$ cat config.mk
export PLATFORM = sky130hd
export DESIGN_NAME = mf_ram
export DESIGN_NICKNAME = d
export VERILOG_FILES = /design/src/rtl/mf_ram.sv
export SDC_FILE = /design/constraint.sdc
export NUM_CORES = 1
export LEC_CHECK = 0
export BUFFER_PORTS_ARGS = -buffer_cell sky130_fd_sc_hd__buf_2
export CAP_MARGIN = 20
export CORE_MARGIN = 5
export CORE_UTILIZATION = 35
export CTS_BUF_LIST = sky130_fd_sc_hd__clkbuf_8
export DETAILED_ROUTE_END_ITERATION = 16
export SYNTH_ARGS = -nofsm -noshare
export SYNTH_HDL_FRONTEND = slang
export SYNTH_SLANG_ARGS = --single-unit
$ cat constraint.sdc
create_clock -name clk -period 3.1 [get_ports clk]
set_input_delay 0.155 -clock clk [delete_from_list [all_inputs] [get_ports clk]]
set_output_delay 0.155 -clock clk [all_outputs]
set_load 0.03 [all_outputs]
$ cat src/rtl/mf_ram.sv
// Generic simple dual-port RAM with registered read.
`default_nettype none
module mf_ram #(
  parameter int WIDTH = 8,
  parameter int DEPTH = 16
) (
  input  wire logic                     clk,
  input  wire logic                     we,
  input  wire logic [$clog2(DEPTH)-1:0] waddr,
  input  wire logic [WIDTH-1:0]         wdata,
  input  wire logic                     re,
  input  wire logic [$clog2(DEPTH)-1:0] raddr,
  output logic      [WIDTH-1:0]         rdata
);

  logic [WIDTH-1:0] mem [DEPTH];

  always_ff @(posedge clk) begin
    if (we) begin
      mem[waddr] <= wdata;
    end
    if (re) begin
      rdata <= mem[raddr];
    end
  end

endmodule
`default_nettype wire

==> results.cfg <==
[outcome]
status = complete, no violations

[floorplan]
core_sq_um = 14590
die_y_microns = 132.2
core.rowCount = 44
total_die_area_sq_um = 17480
top_level_ports = 27
die_width_microns = 132.2
floorplan.initialDensity_pct = 35.83

[drt]
wire_per_inst_microns = 22.50
drt_first_iter_violations = 233
drc_errors = 0
detailedRoute.firstPassIterationCount = 4
detail-route-antenna-nets = 0
route.detailed.vias_per_inst = 5.163
dr_total_vias = 2411
wirelength_mm = 10.51

[synthesis]
synth.most_common_cell = sky130_fd_sc_hd__edfxtp_1
synthMuxAreaShare_pct = 14.79
synthFlopType = sky130_fd_sc_hd__edfxtp_1
yosys_warnings = 0
cell_area_after_technology_mapping_sq_um = 5228
post_syn_area_per_cell_sq_um = 22.83
synth_largest_area_cell = sky130_fd_sc_hd__edfxtp_1
synth_compound_area_share_pct = 2.298
synth.distinct_cells = 18
synth_top_cell_area_share_pct = 78.12
synth-edff-count = 136
yosysSeqAreaShare_pct = 78.12
postSynthCellCount = 229
yosys.area_share.adder_pct = 0
synthSimpleGateAreaFrac_pct = 3.135
postSynthNetCount = 248
synthTopCellsByArea = sky130_fd_sc_hd__edfxtp_1, sky130_fd_sc_hd__mux4_2, sky130_fd_sc_hd__mux4_1
synthXorXnorAreaFrac_pct = 0
async_reset_ff_share_pct = 0
synth_seq_cells = 136
largest_family_of_logic_cells_by_synthesized_area = multiplexers
synth_commonest_cells = sky130_fd_sc_hd__edfxtp_1, sky130_fd_sc_hd__mux4_2, sky130_fd_sc_hd__a22oi_1

[global_route]
grt_antenna_before_repair = 0
globalRouteOverflowTotal = 0
grt_start_max_net_pins = 33
grt_pass1_wl_mm = 15.84
grt_pass1_vias = 2504
globalRouteTotalUtil_pct = 12.48

[worst_setup_path]
end_kind = register
worst-path-stages = 5
startpoint_type = input pin
cpLargestDelayFamily = buffers and inverters
timing.setup.critical_path_class = in2reg
crit_path_max_fanout = 16
rr_worst_depth = 3
cp_slowest_stage_delay_ps = 580
critical_path.slowest_cell = sky130_fd_sc_hd__mux4_1
worst-endpoint-arrival_ps = 1800
critical_path.reg2reg.endpoint = rdata[0]
critPathBufInv = 2
endpoint_of_the_worst_setup_timing_path = rdata[1]
r2r_setup_slack_ps = 1500
worst_r2r_startpoint = mem[2][0]
cp_cell_sequence = buf_2 > buf_4 > mux4_1 > a22oi_1 > nand2_1
critPathRequiredTime_ps = 3280
worstSetupStartpoint = raddr[0]

[place]
dpl.hpwl_mm = 6.732
placement.cell_area_sq_um = 5544
globalplace.congestion = 0.7380
dpl.cell_count = 435
port_buffers = 26
dp_worst_setup_slack_ps = 991.1

[sta]
max_freq_ghz = 0.6192
report.final.hold_viol_count = 0
rsz0062_at_grt = false
report.final.setup_viol = 0
finalCritPeriodShare_pct = 52.09
timing.slew.headroom_pct = 33.26
smallest_hold_slack_ps = 79.42
skew_ps = 6.315
fin_ws_ps = 1485
totalNegativeSetupSlack_ps = 0
slew_viol_final = 0
fin_crit_ps = 1615
timing_worst_slew_pin_value_ps = 997.4

[power]
power_mw = 3.640
ir_worst_vdd_uv = 488.5
switching_share_of_power_pct = 21.86
cellLeakagePower_nw = 1.928
seq_power_share_pct = 57.1
share_clk_of_total_power_pct = 37.3
power_per_cell_area_nw_per_um2 = 615.4
combinationalPowerShare_pct = 5.6
switchingPower_mw = 0.7958
internal_power_summed_over_all_cells_mw = 2.844

[layout]
finalCoreUtilization_pct = 40.54
final_net_count = 289
area_overhead_vs_synth_pct = 13.14
share_of_layout_cells_above_drive_strength_1_pct = 28.27
final_design_area_no_fill_sq_um = 5914
fill_cells = 1292
antenna_cells = 0
final-instance-count-excl-fill = 467

[clock_network]
clkTransAtPathRegs_ps = 70
clock_path_buffers = 2
post_cts_hold_buffer_count = 0
cts-buffers-inserted = 17
worstSkewPairLatency_ps = 430
h-tree-depth = 4
numClockSinks = 136
cts_tree = yes
clock_root_buffer = sky130_fd_sc_hd__clkbuf_8
post_cts.repair.setup_buffers = 0
cts-resized-gates = 0

[min_path]
min_delay_worst_type = in2reg
worst_hold_path.num_cells = 1

[flow_run]
maxCapViolations = 0
## power groups by stage
stage | Combinational [mW] | Sequential, mW | Clock (mW)
floorplan | 0.105 | 2.14 | 0
global placement | 0.204 | 2.12 | 0
detailed placement | 0.208 | 2.12 | 0
CTS | 0.208 | 2.08 | 1.39
global route | 0.220 | 2.08 | 1.46
finish | 0.204 | 2.08 | 1.36
## worst min path at each step
| stage | start | end | slack [ps] |
|---|---|---|---|
| 6_report | re | rdata[5] | 80 |
| 5_1_grt | re | rdata[7] | 50 |
| 4_1_cts | re | rdata[7] | 50 |
| 3_5_place_dp | re | rdata[7] | 530 |
| 3_3_place_gp | re | rdata[3] | 520 |
| 2_1_floorplan | wdata[0] | mem[0][0] | 250 |
## state kept, by name, indices dropped and copies added, names as in the netlist
register  cells
mem         128
rdata         8
## routing by layer
metal  GRT usage [%]  routed length (microns)
met1           17.08                     4742
met2           18.95                     5033
met5               0                        0
met4           4.242                      130
met3           4.008                      603
## placed cells by master, fill, tap and decap left out
| master | instances |
|---|---|
| sky130_fd_sc_hd__edfxtp_1 | 136 |
| sky130_fd_sc_hd__buf_2 | 27 |
| sky130_fd_sc_hd__mux4_2 | 18 |
| sky130_fd_sc_hd__clkbuf_8 | 17 |
| sky130_fd_sc_hd__a22oi_1 | 16 |
| sky130_fd_sc_hd__mux4_1 | 14 |
| sky130_fd_sc_hd__nor2_1 | 13 |
| sky130_fd_sc_hd__nand2_1 | 9 |
| sky130_fd_sc_hd__clkinv_2 | 5 |
| sky130_fd_sc_hd__buf_4 | 5 |
| sky130_fd_sc_hd__nor3_1 | 4 |
| sky130_fd_sc_hd__clkinvlp_4 | 3 |
| sky130_fd_sc_hd__nand3b_1 | 2 |
| sky130_fd_sc_hd__nand2b_1 | 2 |
| sky130_fd_sc_hd__bufinv_16 | 2 |
| sky130_fd_sc_hd__clkinv_1 | 2 |
| sky130_fd_sc_hd__nor2b_1 | 1 |
| sky130_fd_sc_hd__and2_1 | 1 |
| sky130_fd_sc_hd__and2b_1 | 1 |
| sky130_fd_sc_hd__nand3_1 | 1 |
| sky130_fd_sc_hd__or3b_2 | 1 |
| sky130_fd_sc_hd__inv_1 | 1 |
| sky130_fd_sc_hd__clkinv_4 | 1 |
| sky130_fd_sc_hd__inv_6 | 1 |
## logic make-up after synthesis
| kind of cell | count (synthesis) |
|---|---|
| and+or+nand+nor | 35 |
| buffers and inverters | 10 |
| AOI/OAI and AO/OA | 16 |
| muxes | 32 |
| DFF | 136 |
## worst register-to-register path, stage by stage, from the launching register on
cell and delay [ps]:
sky130_fd_sc_hd__edfxtp_1 380, sky130_fd_sc_hd__mux4_1 510, sky130_fd_sc_hd__a22oi_1 380, sky130_fd_sc_hd__nand2_1 90
## final cells by class
class	instances	area, sq um	share of cell area, %
clock buffers	17	234.0	3.956
clock inverters	15	136.4	2.306
multi-input cells	83	1057	17.88
flip-flops and latches	136	4084	69.05
well taps	184	230.2	3.893
repair buffers	32	172.7	2.919
No activity file was read; power rests on OpenSTA's default activity.
