File: src/rtl/mf_pkg.sv
// Package for the 2-D median filter: defaults, state codes and shared types.
`default_nettype none
package mf_pkg;

  localparam int MF_MAX_COLS   = 1024;
  localparam int MF_MAX_ROWS   = 1024;
  localparam int MF_MAX_RADIUS = 4;

  localparam int CFG_AW = 4;
  localparam logic [1:0] REG_ROWS   = 2'd0;
  localparam logic [1:0] REG_COLS   = 2'd1;
  localparam logic [1:0] REG_RADIUS = 2'd2;

  localparam logic [10:0] ROWS_RST   = 11'd1024;
  localparam logic [10:0] COLS_RST   = 11'd1024;
  localparam logic [2:0]  RADIUS_RST = 3'd2;

  typedef enum logic [2:0] {
    S_IDLE,
    S_EVAL,
    S_CHK,
    S_SCAN,
    S_DRAIN,
    S_PASS,
    S_OUT,
    S_WRITE
  } state_t;

  // controls from the sequencer to the rank unit
  typedef struct packed {
    logic       start;
    logic       dv;
    logic [7:0] dat;
    logic       pass_end;
  } rank_ctl_t;

endpackage
`default_nettype wire

File: src/rtl/mf_rank.sv
// Bit-serial rank selector: one result bit per pass over the window, MSB first.
`default_nettype none
module mf_rank
  import mf_pkg::*;
#(
  parameter int MAX_RADIUS = MF_MAX_RADIUS
) (
  input  wire logic       clk,
  input  wire logic       rst_n,
  input  wire rank_ctl_t  ctl,
  output logic            last_pass,
  output logic [7:0]      median
);

  localparam int WIN = (2 * MAX_RADIUS + 1) * (2 * MAX_RADIUS + 1);
  localparam int KW  = $clog2(WIN + 1);

  logic [2:0]    bit_r, bit_nxt;
  logic [7:0]    prefix_r, prefix_nxt;
  logic [KW-1:0] k_r, k_nxt, cnt_r, cnt_nxt, tot_r, tot_nxt, k_eff;
  logic          first_r, first_nxt;
  logic [7:0]    hi_mask;
  logic          match;

  assign hi_mask = 8'(9'h0FF << ({1'b0, bit_r} + 4'd1));
  assign match   = (((ctl.dat ^ prefix_r) & hi_mask) == 8'd0) && !ctl.dat[bit_r];
  assign k_eff   = first_r ? (tot_r >> 1) : k_r;

  always_comb begin
    bit_nxt    = bit_r;
    prefix_nxt = prefix_r;
    k_nxt      = k_r;
    cnt_nxt    = cnt_r;
    tot_nxt    = tot_r;
    first_nxt  = first_r;
    if (ctl.start) begin
      bit_nxt    = 3'd7;
      prefix_nxt = 8'd0;
      cnt_nxt    = '0;
      tot_nxt    = '0;
      first_nxt  = 1'b1;
    end else if (ctl.dv) begin
      if (first_r) begin
        tot_nxt = tot_r + KW'(1);
      end
      if (match) begin
        cnt_nxt = cnt_r + KW'(1);
      end
    end else if (ctl.pass_end) begin
      // fewer than k+1 values below with a zero here: this bit is one
      if (k_eff >= cnt_r) begin
        prefix_nxt[bit_r] = 1'b1;
        k_nxt             = k_eff - cnt_r;
      end else begin
        k_nxt = k_eff;
      end
      cnt_nxt   = '0;
      first_nxt = 1'b0;
      bit_nxt   = bit_r - 3'd1;
    end
  end

  always_ff @(posedge clk) begin
    if (!rst_n) begin
      bit_r   <= 3'd7;
      first_r <= 1'b1;
      cnt_r   <= '0;
      tot_r   <= '0;
    end else begin
      bit_r   <= bit_nxt;
      first_r <= first_nxt;
      cnt_r   <= cnt_nxt;
      tot_r   <= tot_nxt;
    end
  end

  always_ff @(posedge clk) begin
    prefix_r <= prefix_nxt;
    k_r      <= k_nxt;
  end

  assign last_pass = (bit_r == 3'd0);
  assign median    = prefix_r;

endmodule
`default_nettype wire

File: config.mk
export PLATFORM = sky130hd
export DESIGN_NAME = mf_rank
export DESIGN_NICKNAME = d
export VERILOG_FILES = /design/src/rtl/mf_pkg.sv /design/src/rtl/mf_rank.sv
export SDC_FILE = /design/constraint.sdc
export NUM_CORES = 1
export LEC_CHECK = 0
export BUFFER_PORTS_ARGS = -buffer_cell sky130_fd_sc_hd__buf_2
export CAP_MARGIN = 25
export CORE_ASPECT_RATIO = 1.1
export CORE_MARGIN = 3
export CORE_UTILIZATION = 40
export DETAILED_ROUTE_END_ITERATION = 8
export PLACE_DENSITY_LB_ADDON = 0.15
export SLEW_MARGIN = 20
export SYNTH_ARGS = -nofsm -noshare
export SYNTH_HDL_FRONTEND = slang
export SYNTH_SLANG_ARGS = --single-unit
export TNS_END_PERCENT = 10
File: constraint.sdc
create_clock -name clk -period 6.49 [get_ports clk]
set_input_delay 0.649 -clock clk [delete_from_list [all_inputs] [get_ports clk]]
set_output_delay 0.649 -clock clk [all_outputs]
set_load 0.01 [all_outputs]
==> results by group <==
Run status
  – Status: completed

Yosys
  – Complex-gate fraction of the synthesized area: 0.157
  – Yosys cell types: 50
  – Seq/Total Area, Yosys: 0.351
  – Most used flip-flop cell after synthesis: dfxtp_1
  – Synthesis Warnings: 0
  – Fraction of registers with async set/reset: 0
  – Syn Area/Cell: 9.37 um^2
  – Post-synth EDFFs: 7
  – Synth Area in Adders: 0.0878
  – Synthesized area: just over 0.002 mm^2
  – Post-synthesis simple-gate area fraction: 0.176
  – Seq cells post-synth: 33
  – Syn_nets: 249
  – Mux cell area share after synthesis: 0.0878
  – Post-synthesis cell count: 222
  – Post-Synth XOR/XNOR Area: 0.0842
  – Largest family of logic cells by synthesized area: simple AND/OR/NAND/NOR gates

CTS
  – PostCTS Resize Cnt: 0
  – Clk sink count: 33
  – Cts hold-fix bufs: 0
  – Cts bufs inserted: 5
  – Clock latency on the worst-skew pair: roughly 280 ps
  – CTS root buffer: clkbuf_8
  – CTS H-tree lvls: 2
  – CTS tree: built
  – Clock slew at the register clock pins of the worst setup and hold paths: 70 ps
  – Post CTS Setup Buffer Count: 0
  – Clock buffer depth: 2

Finish
  – Fillers: 483
  – Share of cells above drive strength 1: 0.188
  – Antenna diode count: 0
  – Area delta synth->final: 10.1%
  – Final nets: 266

STA
  – Final TNS setup: 0 ps
  – Fin. Hold Viols: 0
  – Final worst path period share: 0.534
  – Max Slew Vio Count: 0
  – Worst Skew: 8.10 ps
  – Worst-Margin Slew: 793 ps
  – Relative slew slack: 0.471
  – Setup-failing EPs final: 0
  – Unrepaired setup endpoints after global routing: no
  – Max Fclk: between 200 and 300 MHz
  – Tmin final: 3470 ps

Min path
  – Hold path start: cnt_r[6]$_SDFFE_PP0P_
  – Hold WC Path Type: flop to flop
  – Worst Hold Path EP: cnt_r[6]$_SDFFE_PP0P_
  – Hold depth: 2

GRT
  – Largest net degree at the start of global routing: 18
  – Initial antenna violation count: 0
  – Vias in the first global route: 1454
  – First-pass GRT wire length: between 7000 and 8000 um
  – GRT Util Overall: 0.155
  – Grt total ovfl: 0

Placement
  – Routability cong.: 0.770
  – Port bufs: 21
  – Post-DP HPWL: 3290 um

Drt
  – Routed len/inst: 14.6 um
  – Vias/cell: between 5 and 6
  – DRT Wirelength: 4310 um
  – Via count: 1588
  – Remaining antenna violation count: 0
  – DR pass1 iterations: 4
  – DRC violations left: 0
  – DRT iter0 DRCs: 99

Setup path
  – Crit path kind: flop to flop
  – WP data arrival: 3490 ps
  – CP max-delay cell: a21oi_2
  – Worst Reg-to-Reg Cells: 10
  – Launch point of the worst path: first_r$_SDFFE_PP1P_
  – Startpoint types: flop
  – R2r endpoint: k_r[4]$_DFFE_PP_
  – Slowest stage delay, CP: 620 ps
  – Flop2flop setup slack: between 3000 and 4000 ps
  – RR Startpoint: first_r$_SDFFE_PP1P_
  – Worst EP required: 6520 ps
  – Setup crit end kind: flop
  – Crit path cell chain: mux2i_1 > inv_1 > ha_1 > nor2b_1 > o21a_1 > o21ai_1 > a21oi_1 > a311o_1 > a21oi_2 > mux2_2
  – CP Max Fanout: 15

Power
  – Leakage power: 0.935 nW
  – Power per cell area: 186 mW/mm^2
  – Peak supply drop: 0.103 mV
  – Power after layout: 0.000426 W

Floorplanning
  – Core area: 0.00481 mm^2
  – Initial core utilization: 0.432
  – Rows: 26
  – Die Y: 81.6 um
  – DIE WIDTH: about 75 um
  – I/O pins: 22
  – Die area: 0.00610 mm^2

Run
  – Maxcap violations: 0
## final cells by class
class                      instances  area [um^2]  area share
tap                               56         70.1      0.0306
timing repair buffer              21          105      0.0459
inverter                          16         60.1      0.0262
multi-input combinational        162         1230       0.539
clock buffer                       8         90.1      0.0393
sequential                        33          731       0.319
## metal layers
metal,GRT usage,vias up,share of wire
met3,0.0367,6,0.033
met1,0.209,729,0.50
li1,-,824,-
met4,0.0427,0,0.012
met5,0,-,0
met2,0.245,29,0.46
## flip-flops by register name, indices dropped and copies added (netlist names)
name / cells
tot_r: 7
median: 8
cnt_r: 7
bit_r: 3
first_r: 1
k_r: 7
## report_power, final
group / internal (W) / leakage (nW) / switching [W]
sequential: 0.000214 / 0.276 / 0.00000410
clock: 0.0000864 / 0.0455 / 0.0000679
combinational: 0.0000235 / 0.613 / 0.0000304
total: 0.000324 / 0.935 / 0.000102
## synth_stat cells (2+ instances only)
| library cell | instances | area [um^2] |
|---|---|---|
| a211o_1 | 2 | 17.5 |
| a211oi_1 | 5 | 37.5 |
| a21oi_1 | 6 | 30.0 |
| and3_1 | 4 | 25.0 |
| buf_2 | 2 | 10.0 |
| clkbuf_1 | 6 | 22.5 |
| dfxtp_1 | 26 | 521 |
| edfxtp_1 | 7 | 210 |
| ha_1 | 13 | 163 |
| inv_1 | 16 | 60.1 |
| mux2_2 | 9 | 101 |
| mux2i_1 | 7 | 70.1 |
| nand2_1 | 14 | 52.6 |
| nand2b_1 | 9 | 56.3 |
| nand3_1 | 7 | 35.0 |
| nand4_1 | 4 | 25.0 |
| nor2_1 | 14 | 52.6 |
| nor2b_1 | 5 | 31.3 |
| o211ai_1 | 4 | 30.0 |
| o21ai_0 | 6 | 30.0 |
| o22ai_1 | 3 | 18.8 |
| o32ai_1 | 2 | 17.5 |
| o41ai_1 | 3 | 26.3 |
| or2_2 | 3 | 18.8 |
| or4_1 | 2 | 15.0 |
| xnor2_1 | 6 | 52.6 |
| xor2_1 | 14 | 123 |
## cells in the final DEF (no fill, tap or decap), types with 2 or more instances in the layout
cell / instances
a211o_1: 2
a211oi_1: 5
a21oi_1: 6
and3_1: 4
buf_2: 21
clkbuf_1: 2
clkbuf_8: 6
dfxtp_1: 26
edfxtp_1: 7
ha_1: 13
inv_1: 16
mux2_2: 9
mux2i_1: 7
nand2_1: 14
nand2b_1: 9
nand3_1: 7
nand4_1: 4
nor2_1: 14
nor2b_1: 5
o211ai_1: 4
o21ai_0: 6
o22ai_1: 3
o32ai_1: 2
o41ai_1: 3
or2_2: 3
or4_1: 2
xnor2_1: 6
xor2_1: 14
## worst max-delay path, delay by kind of cell, from the launching register on
family	cells	cell delay [ps]
AOI/OAI and AO/OA	5	1410
adders and majority gates	1	290
buffers and inverters	1	80
DFF	1	540
muxes	2	770
and+or+nand+nor	1	130
## per-stage QoR
stage	util	setup slack, ps	instance area, um^2	hold WS [ps]	cells
after floorplan	-	3530	2080	447	222
after global placement	0.457	3110	2200	460	288
after detailed placement	0.457	3010	2200	462	288
after CTS	0.476	3000	2290	475	296
after global routing	0.476	2740	2290	484	296
final	0.476	3020	2290	474	296
## kinds of logic (layout without fill, tap and decap cells)
kind of cell / after synthesis / count (layout)
AND/OR/NAND/NOR: 68 / 68
AO/OA/AOI/OAI: 43 / 43
flip-flops: 33 / 33
buffers and inverters: 27 / 45
XOR/XNOR: 20 / 20
multiplexers: 17 / 17
adder cells (fa/ha/maj): 14 / 14
## how the worst max path moves through the flow
stage	slack [ps]	endpoint
2_1_floorplan	3530	k_r[2]$_DFFE_PP_
5_1_grt	2740	k_r[4]$_DFFE_PP_
6_report	3020	k_r[4]$_DFFE_PP_
3_3_place_gp	3110	k_r[5]$_DFFE_PP_
3_5_place_dp	3010	k_r[4]$_DFFE_PP_
4_1_cts	3000	k_r[4]$_DFFE_PP_
No activity file was read; power rests on OpenSTA's default activity.
